<file path="src/design/dtq_pkg.sv">
// ----------------------------------------------------------------------------
// dtq_pkg
// Shared types and codes for the deadline task queue.
// ----------------------------------------------------------------------------
package dtq_pkg;

  localparam int MAX_RESULTS = 16;
  localparam int N_W = $clog2(MAX_RESULTS + 1);

  localparam logic [1:0] CMD_PUSH = 2'd0;
  localparam logic [1:0] CMD_POP  = 2'd1;
  localparam logic [1:0] CMD_TICK = 2'd2;

  typedef enum logic [2:0] {
    KIND_PUSHED  = 3'd0,
    KIND_FULL    = 3'd1,
    KIND_POPPED  = 3'd2,
    KIND_EMPTY   = 3'd3,
    KIND_EXPIRED = 3'd4
  } kind_t;

  typedef struct packed {
    logic [7:0]  task_id;
    logic [31:0] added;
    logic [15:0] dl;
    logic        has_dl;
  } entry_t;

  typedef struct packed {
    logic shift;
    logic load;
  } cell_ctrl_t;

endpackage

</file>
<file path="src/design/dtq_cell.sv">
// ----------------------------------------------------------------------------
// dtq_cell
// One queue slot: loads a new entry or takes its right neighbor's entry.
// ----------------------------------------------------------------------------
module dtq_cell import dtq_pkg::*; (
  input  logic       clk,
  input  cell_ctrl_t ctrl,
  input  entry_t     load_data,
  input  entry_t     nbr,
  output entry_t     data
);

  always_ff @(posedge clk) begin
    if (ctrl.load) begin
      data <= load_data;
    end else if (ctrl.shift) begin
      data <= nbr;
    end
  end

endmodule

</file>
<file path="src/design/deadline_task_queue.sv">
// ----------------------------------------------------------------------------
// deadline_task_queue
// FIFO of task handles with optional deadlines, expired on time ticks.
// ----------------------------------------------------------------------------
// Input items carry cmd (push, pop, tick) with task fields; output items carry
// kind, task_id_res and last. Both channels use valid/stall.
// Push and pop: accepted when the output register is free; the
// result appears the next cycle. The next item may follow right behind.
// Tick: the seconds counter advances, then the queue rotates through the head
// cell one entry per cycle unless a stalled output holds an expiry. Up to
// MAX_RESULTS due entries are dropped and emitted in order, the others are
// reinserted behind the unscanned ones. The input is stalled from the tick
// through the scan and flush states and while the receiver stalls an expiry.
// One expiry is held back so the final one can carry last.
// The age compare at the head cell limits the unstalled scan to one entry a cycle.
// Reset empties the queue and clears the counter. A stalled output item holds
// and blocks new input until it is taken.
// ----------------------------------------------------------------------------
module deadline_task_queue import dtq_pkg::*; #(
  parameter int QUEUE_DEPTH = 16
) (
  input  logic        clk,
  input  logic        rst,
  input  logic        in_valid,
  output logic        in_stall,
  input  logic [1:0]  cmd,
  input  logic [7:0]  task_id,
  input  logic        has_deadline,
  input  logic [15:0] deadline,
  output logic        out_valid,
  input  logic        out_stall,
  output logic [2:0]  kind,
  output logic [7:0]  task_id_res,
  output logic        last
);

  localparam int CW = $clog2(QUEUE_DEPTH + 1);

  typedef enum logic [2:0] {
    ST_IDLE  = 3'b001,
    ST_SCAN  = 3'b010,
    ST_FLUSH = 3'b100
  } state_t;

  state_t          state;
  logic [CW-1:0]   occupancy;
  logic [31:0]     now_seconds;
  logic [CW-1:0]   rem;
  logic [CW-1:0]   kept;
  logic [N_W-1:0]  cnt;
  logic            pending_valid;
  logic [7:0]      pending_id;
  kind_t           kind_r;

  entry_t          cells [QUEUE_DEPTH];
  cell_ctrl_t      ctrl  [QUEUE_DEPTH];
  entry_t          load_data;

  logic            out_free;
  logic            out_load;
  logic            in_acc;
  logic            push_acc;
  logic            pop_acc;
  logic [31:0]     age;
  logic            due;
  logic            scan_emit;
  logic            scan_step;
  logic [CW-1:0]   pos;

  assign out_free  = !out_valid || !out_stall;
  assign in_stall  = (state != ST_IDLE) || !out_free;
  assign in_acc    = in_valid && !in_stall;
  assign push_acc  = in_acc && (cmd == CMD_PUSH) && (occupancy < CW'(QUEUE_DEPTH));
  assign pop_acc   = in_acc && (cmd == CMD_POP) && (occupancy != '0);

  assign age       = now_seconds - cells[0].added;
  assign due       = cells[0].has_dl && (age >= {16'd0, cells[0].dl});
  assign scan_emit = due && (cnt < N_W'(MAX_RESULTS));
  assign scan_step = (state == ST_SCAN) && (rem != '0) &&
                     !(scan_emit && pending_valid && !out_free);
  assign pos       = rem + kept - CW'(1);

  assign out_load  = ((state == ST_IDLE) && in_acc &&
                      ((cmd == CMD_PUSH) || (cmd == CMD_POP))) ||
                     (scan_step && scan_emit && pending_valid) ||
                     ((state == ST_FLUSH) && pending_valid && out_free);

  always_comb begin
    if (state == ST_IDLE) begin
      load_data = '{task_id: task_id, added: now_seconds, dl: deadline,
                    has_dl: has_deadline};
    end else begin
      load_data = cells[0];
    end
  end

  for (genvar i = 0; i < QUEUE_DEPTH; i++) begin : g_cell
    entry_t nbr;
    if (i == QUEUE_DEPTH - 1) begin : g_end
      assign nbr = cells[i];
    end else begin : g_mid
      assign nbr = cells[i + 1];
    end
    assign ctrl[i].shift = pop_acc || scan_step;
    assign ctrl[i].load  = (push_acc && (CW'(i) == occupancy)) ||
                           (scan_step && !scan_emit && (CW'(i) == pos));
    dtq_cell u_cell (
      .clk       (clk),
      .ctrl      (ctrl[i]),
      .load_data (load_data),
      .nbr       (nbr),
      .data      (cells[i])
    );
  end

  always_ff @(posedge clk) begin
    if (rst) begin
      state         <= ST_IDLE;
      occupancy     <= '0;
      now_seconds   <= '0;
      rem           <= '0;
      kept          <= '0;
      cnt           <= '0;
      pending_valid <= 1'b0;
      out_valid     <= 1'b0;
    end else begin
      if (out_load) begin
        out_valid <= 1'b1;
      end else if (!out_stall) begin
        out_valid <= 1'b0;
      end
      case (state)
        ST_IDLE: begin
          if (in_acc) begin
            case (cmd)
              CMD_PUSH: begin
                task_id_res <= task_id;
                last        <= 1'b1;
                if (push_acc) begin
                  kind_r    <= KIND_PUSHED;
                  occupancy <= occupancy + CW'(1);
                end else begin
                  kind_r    <= KIND_FULL;
                end
              end
              CMD_POP: begin
                last      <= 1'b1;
                if (pop_acc) begin
                  kind_r      <= KIND_POPPED;
                  task_id_res <= cells[0].task_id;
                  occupancy   <= occupancy - CW'(1);
                end else begin
                  kind_r      <= KIND_EMPTY;
                  task_id_res <= 8'd0;
                end
              end
              CMD_TICK: begin
                now_seconds   <= now_seconds + 32'd1;
                rem           <= occupancy;
                kept          <= '0;
                cnt           <= '0;
                pending_valid <= 1'b0;
                state         <= ST_SCAN;
              end
              default: begin
              end
            endcase
          end
        end
        ST_SCAN: begin
          if (rem == '0) begin
            state <= ST_FLUSH;
          end else if (scan_step) begin
            rem <= rem - CW'(1);
            if (scan_emit) begin
              if (pending_valid) begin
                kind_r      <= KIND_EXPIRED;
                task_id_res <= pending_id;
                last        <= 1'b0;
              end
              pending_valid <= 1'b1;
              pending_id    <= cells[0].task_id;
              cnt           <= cnt + N_W'(1);
            end else begin
              kept <= kept + CW'(1);
            end
          end
        end
        ST_FLUSH: begin
          if (!pending_valid) begin
            occupancy <= kept;
            state     <= ST_IDLE;
          end else if (out_free) begin
            kind_r        <= KIND_EXPIRED;
            task_id_res   <= pending_id;
            last          <= 1'b1;
            pending_valid <= 1'b0;
            occupancy     <= kept;
            state         <= ST_IDLE;
          end
        end
        default: begin
          state <= ST_IDLE;
        end
      endcase
    end
  end

  assign kind = kind_r;

endmodule
</file>
<file path="config.mk">
export PLATFORM = sky130hd
export DESIGN_NAME = deadline_task_queue
export DESIGN_NICKNAME = d
export VERILOG_FILES = /design/src/design/dtq_pkg.sv /design/src/design/dtq_cell.sv /design/src/design/deadline_task_queue.sv
export SDC_FILE = /design/constraint.sdc
export NUM_CORES = 1
export LEC_CHECK = 0
export BUFFER_PORTS_ARGS = -buffer_cell sky130_fd_sc_hd__buf_2
export CAP_MARGIN = 10
export CORE_MARGIN = 2
export CORE_UTILIZATION = 50
export CTS_CLUSTER_SIZE = 12
export DETAILED_ROUTE_END_ITERATION = 12
export PLACE_DENSITY = 0.68
export SYNTH_ARGS = -nofsm -noshare
export SYNTH_HDL_FRONTEND = slang
export SYNTH_SLANG_ARGS = --single-unit
</file>
<file path="constraint.sdc">
create_clock -name clk -period 8.2 [get_ports clk]
set_clock_uncertainty 0.15 [all_clocks]
set_input_delay 0.41 -clock clk [delete_from_list [all_inputs] [get_ports clk]]
set_output_delay 0.41 -clock clk [all_outputs]
set_load 0.005 [all_outputs]
</file>
== Word-level counts from Yosys, hierarchy flattened ==
Index checks and enable logic that the tools add are counted.

* Input port bits: 31
* Word-level logic and storage cells: 354
* Register bits: 989

* Magnitude comparators: 3
* Bitwise gates (word level): 2
* Reduce and logical (&&, ||, !) cells: 113
* Add/sub/neg operators: 9
* Equal/unequal tests: 52
* Muxes and demuxes: 99

{| class="wikitable"
|+ Operator list
! kind !! count
|-
| 57-bit 2-to-1 mux || 31
|-
| 5-bit 2-to-1 mux || 17
|-
| 4-bit by 5-bit == test with 1-bit output (first input constant) || 16
|-
| 8-bit 2-to-1 mux || 8
|-
| 1-bit logical AND || 50
|-
| 5-bit one-hot mux with 2 select lines || 5
|-
| 3-bit by 5-bit == test with 1-bit output (first input constant) || 8
|-
| 3-bit 2-to-1 mux || 12
|-
| 2-bit nonzero test || 17
|-
| 32-bit by 1-bit adder with 32-bit output (second input constant) || 1
|-
| 32-bit by 16-bit >= comparator with 1-bit output || 1
|-
| 32-bit subtractor || 1
|-
| 8-bit one-hot mux with 3 select lines || 1
|-
| 6-bit AND reduction || 4
|-
| 1-bit logical OR || 22
|-
| 2-bit by 5-bit == test with 1-bit output (first input constant) || 4
|-
| 10-bit AND reduction || 2
|-
| 1-bit 2-to-1 mux || 19
|-
| 2-bit inequality test (second input constant) || 9
|-
| 3-bit one-hot mux with 3 select lines || 2
|-
| 8-bit one-hot mux with 2 select lines || 1
|-
| 5-bit by 1-bit adder with 5-bit output (second input constant) || 3
|-
| 5-bit logical NOT || 3
|-
| 5-bit by 1-bit subtractor with 5-bit output (second input constant) || 3
|-
| 23 further kinds || 38
|}

== Longest topological paths before layout ==
* Depth in word-level cells: 13
* Depth in mapped cells: 26
* Mapped depth without buffers: 23

== By module ==
Synthesis repeated with hierarchy kept, for this count alone.

* Cells, all modules: 2961
* Area total of the unflattened synthesis: 47372.9 sq um

{| class="wikitable"
|+ Modules (own cells, without submodules)
! module !! area each (sq um) !! instances !! cells each
|-
| dtq_cell || 2479.9 || 16 || 121
|-
| deadline_task_queue || 7694.9 || 1 || 1025
|}

== Worst setup path after synthesis ==
Ideal clock, no wire load.

* Path kind: register to register
* From: reg now_seconds[0]
* To: reg g_cell[15].u_cell.data[0] in the netlist's numbering (enable)
* Stages on the path, launching flop included: 20
* Data arrival time: 8145 ps
* Clock period less this slack: 8852 ps
* Data required time: 7493 ps
* Slack: -652 ps
* Cells stage by stage: dfxtp_1 > inv_1 > ha_1 > fa_1 > nor2b_1 > o211ai_1 > a31oi_1 > nor2_1 > o21ai_0 > xor2_1 > ha_1 > o21ai_0 > o22ai_1 > nor4_1 > and3_1 > nand4_1 > or4_1 > o31ai_1 > nand3_1 > o31ai_1

{| class="wikitable"
|+ RTL lines
! what !! RTL line !! text
|-
| start, declared || deadline_task_queue.sv:47 || <nowiki>logic [31:0] now_seconds;</nowiki>
|-
| start signal, assigned || deadline_task_queue.sv:158 || <nowiki>now_seconds <= now_seconds + 32'd1;</nowiki>
|-
| end signal, assigned || dtq_cell.sv:15 || <nowiki>data <= load_data;</nowiki>
|-
| end signal, assigned || dtq_cell.sv:17 || <nowiki>data <= nbr;</nowiki>
|-
| end, declared || dtq_cell.sv:10 || <nowiki>output entry_t data</nowiki>
|}

== Worst setup path in the final report ==
* From: reg now_seconds[0]
* To: reg g_cell[7].u_cell.data[13] in the netlist's numbering (enable)

* Cells in the longest elaborated chain, start to end: 12
* Elaborated cells on any way between the ends: 14
* Those cells by class: 1 x add/sub; 1 x order compare; 12 x reduce/logical

{| class="wikitable"
|+ Ends and longest elaborated chain
! what !! RTL line !! text
|-
| 32-bit subtractor * || deadline_task_queue.sv:76 || <nowiki>assign age = now_seconds - cells[0].added;</nowiki>
|-
| 32-bit by 16-bit >= comparator with 1-bit output * || deadline_task_queue.sv:77 || <nowiki>assign due = cells[0].has_dl && (age >= {16'd0, cells[0].dl});</nowiki>
|-
| 1-bit logical AND * || deadline_task_queue.sv:77 ||
|-
| 1-bit logical AND * || deadline_task_queue.sv:78 || <nowiki>assign scan_emit = due && (cnt < N_W'(MAX_RESULTS));</nowiki>
|-
| 1-bit logical AND (2 in series) || deadline_task_queue.sv:80 || <nowiki>!(scan_emit && pending_valid && !out_free);</nowiki>
|-
| 1-bit logical NOT || deadline_task_queue.sv:80 ||
|-
| 1-bit logical AND || deadline_task_queue.sv:79 || <nowiki>assign scan_step = (state == ST_SCAN) && (rem != '0) &&</nowiki>
|-
| 1-bit logical AND (2 in series) || deadline_task_queue.sv:106 || <nowiki>(scan_step && !scan_emit && (CW'(i) == pos));</nowiki>
|-
| 1-bit logical OR || deadline_task_queue.sv:105 || <nowiki>assign ctrl[i].load = (push_acc && (CW'(i) == occupancy)) ||</nowiki>
|-
| 2-bit nonzero test (no source line) * || n/a ||
|-
| end signal, assigned || dtq_cell.sv:15 ||
|-
| end signal, assigned || dtq_cell.sv:17 ||
|-
| end, declared || dtq_cell.sv:10 ||
|}

Mark *: on every way between the ends. The rest lies on a longest branch, timed or not.
A chain may end at the register's enable or synchronous reset.

==> run metrics <==
status=finished, final reports clean; sequential standard cell area=29,100 µm²; Num Clock Sinks=989; largest family of logic cells by synthesized area=multiplexers; maximum clock frequency=0.145 GHz; top cells by count, synth=932 x edfxtp_1, 826 x mux2_2, 127 x nand2_1, 105 x clkbuf_1, 82 x nor2_1; I/O pins=45; average wire per standard cell=21.9 µm; final cycle utilization of the critical path=84.0%; Worst Tran Pin Value=1.18 ns; post-route design area=50,000 µm²; Crit path max-delay family=simple AND/OR/NAND/NOR gates; Max stage delay on crit path=0.68 ns; first-pass GRT wire length=144,000 µm; Syn-to-layout area delta=11.1%; drt initial violations=1,890; die span in y=304 µm; top cell type's share of synthesized area=62.2%; Req. time, crit path=8.38 ns; Vias=24,007; post-place setup slack=1.30 ns; Multi-input gate area=15,000 µm²; simple-gate share of the synthesized area=3.96%; CTS buffer count=100; ant diodes=0; Pre-antenna DRT Iters=5; # fillers=6,868; sequential cell area fraction in the yosys report=64.7%; vias per cell=5.75; VDD IR max=0.000151 V; vias in the first global route=23,985; fin. max-slew vios=0; post-DP HPWL=60,600 µm; CTS H-tree depth=3; Mapped Cells=2,899; final WL=91,300 µm; core area=89,600 µm²; Synth Cell Area=45,000 µm²; RR Endpoint=g_cell[7].u_cell.data[13]; site row count=110; leading area contributor after synthesis=edfxtp_1; Final WS setup=1.32 ns; Post-CTS Setup Repair Bufs=0; layout cells sized above 1=37.6%; worst rel slew slack=20.8%; Adder-Cell Fraction of Synth Area=1.87%; Hold Path Depth=3; Compound-Gate Fraction of Synth Area=3.94%; Die ar.=92,400 µm²; Main synth FF type=edfxtp_1; R2R setup slack=1.32 ns; Arrival @ worst endpoint=7.06 ns; critical path class=reg -> reg; Reg clk slew, reported paths=0.06 ns; peak fanout along the critical path=36; final core occ=55.8%; R2R Path Start=now_seconds[0]; grt ovf=0; ranking of synthesized cells by area=edfxtp_1 62%, mux2_2 21%, dfxtp_1 2.5%; clock latency on the worst-skew pair=0.67 ns; initial antenna violation count=7; post-synthesis mux area share=21.8%; r2r worst-path depth=21; synth warn=0; most common cell in the netlist=edfxtp_1; Worst Hold Class=in -> reg; RSZ-0062 raised after global routing=false; IO Port Bufs=44; die width=304 µm; Final setup viols=0; post-synth cell types=70; Post-synth EDFFs=932; Clock Path Buffers=3; Hold Path End=task_id_res[2]; CTS tree=built; startpoint class of the critical path=register; min cycle time layout=6.88 ns; min-delay src=task_id[2]; GRT Util Overall=19.8%; Final Hold Viols=0; Root Driver=clkbuf_16; gp weighted congestion=0.876; largest net degree at the start of global routing=95; Pwr Density=208 nW/µm²; Pleak=0.0164 µW; Starting Density=50.2%; WP buf/inv=2; nets=3,037; XOR/XNOR Fraction of Synth Area=1.03%; worst path cell trace=inv_1, ha_1, fa_1, nor2b_1, o211ai_1, a31oi_1, nor2_1, o21ai_0, xor2_1, ha_1, o21ai_0, o22ai_1, nor4_1, and3_1, nand4_1, or4_1, o31a_1, or4b_4, o32ai_4, nand2b_4, buf_4; DRC viols=0; Critical Path End Type=register; final setup TNS=0 ns; DRT antenna net count=0; Post-Syn Nets=2,996; Max Cap Viol=0; Area after DPL=47,000 µm²; Syn Area/Cell=15.5 µm²; Yosys reg bits=989; Crit-path slowest cell=or4b_4; share of flip-flops with an asynchronous set or reset=0%
==> registers in the layout, summed over array words and instances, names as in the netlist <==
| register | cells |
|---|---|
| g_cell.u_cell.data | 912 |
| now_seconds | 32 |
| pending_id | 8 |
| task_id_res | 8 |
| cnt | 5 |
| kept | 5 |
| occupancy | 5 |
| rem | 5 |
| kind | 3 |
| state | 3 |
| last | 1 |
| out_valid | 1 |
| pending_valid | 1 |
==> placed cells by master, fill, tap and decap left out, types with 38 or more instances in the layout <==
cell,instances
a21oi_1,58
buf_2,44
buf_4,61
clkbuf_16,101
dfxtp_1,57
edfxtp_1,932
ha_1,64
inv_1,79
mux2_1,42
mux2_2,826
nand2_1,127
nor2_1,82
o21ai_0,38
o21ai_1,39
==> through the flow <==
step | power, µW | hold slack [ns] | cells
2_1_floorplan | 6090 | 0.282 | 2899
3_3_place_gp | 6280 | 0.291 | 4001
3_5_place_dp | 6300 | 0.311 | 4001
4_1_cts | 10500 | 0.00200 | 4170
5_1_grt | 10700 | 0.0396 | 4174
6_report | 10400 | 0.0582 | 4174
==> per-layer routing <==
| layer | GRT usage, % | part of all wire, % | vias up |
|---|---|---|---|
| met4 | 5.48 | 2.2 | 0 |
| met1 | 29.4 | 48 | 12176 |
| met3 | 2.56 | 4.7 | 151 |
| li1 | - | - | 11106 |
| met2 | 30.6 | 45 | 574 |
| met5 | 0 | 0 | - |
==> worst max path at each step <==
stage | from | to | slack [ns] | depth (start not counted)
after detailed placement | now_seconds[0] | g_cell[7].u_cell.data[2] | 1.30 | 21
after global routing | now_seconds[0] | g_cell[7].u_cell.data[13] | 0.95 | 21
after CTS | now_seconds[0] | g_cell[7].u_cell.data[4] | 1.26 | 21
after floorplan | now_seconds[0] | g_cell[15].u_cell.data[0] | 1.12 | 19
after global placement | now_seconds[0] | g_cell[7].u_cell.data[1] | 1.23 | 21
final | now_seconds[0] | g_cell[7].u_cell.data[13] | 1.32 | 21
==> worst min-delay path: cells and delay by family <==
kind	cells	cell delay (ns)
AO/OA/AOI/OAI	2	0.23
buffers and inverters	1	0.12
==> cells by family after synthesis <==
| group | count (synthesis) |
|---|---|
| and+or+nand+nor | 376 |
| buffers and inverters | 275 |
| AOI/OAI and AO/OA | 268 |
| adders and majority gates | 66 |
| DFF | 989 |
| xor gates and xnor gates | 53 |
| muxes | 872 |
==> where the power goes <==
group / leakage [µW] / total (µW) / internal [µW] / switching, µW
Sequential: 0.00889 / 5660 / 5620 / 33.0
Combinational: 0.00607 / 547 / 179 / 368
Clock: 0.00142 / 4180 / 2360 / 1820
Total: 0.0164 / 10400 / 8170 / 2220
==> repair_timing <==
item                      CTS  global route
hold buffers                9             0
resized for setup           0             0
hold endpoints to repair   12             0
==> cell type report <==
cell class                 count  share of cell area [%]
clock inverter                32                   0.578
multi-input combinational   1635                    30.0
clock buffer                 128                    5.26
sequential                   989                    58.2
inverter                      79                   0.593
tap                         1176                    2.94
timing repair buffer         135                    2.38
No activity file was read; power rests on OpenSTA's default activity.
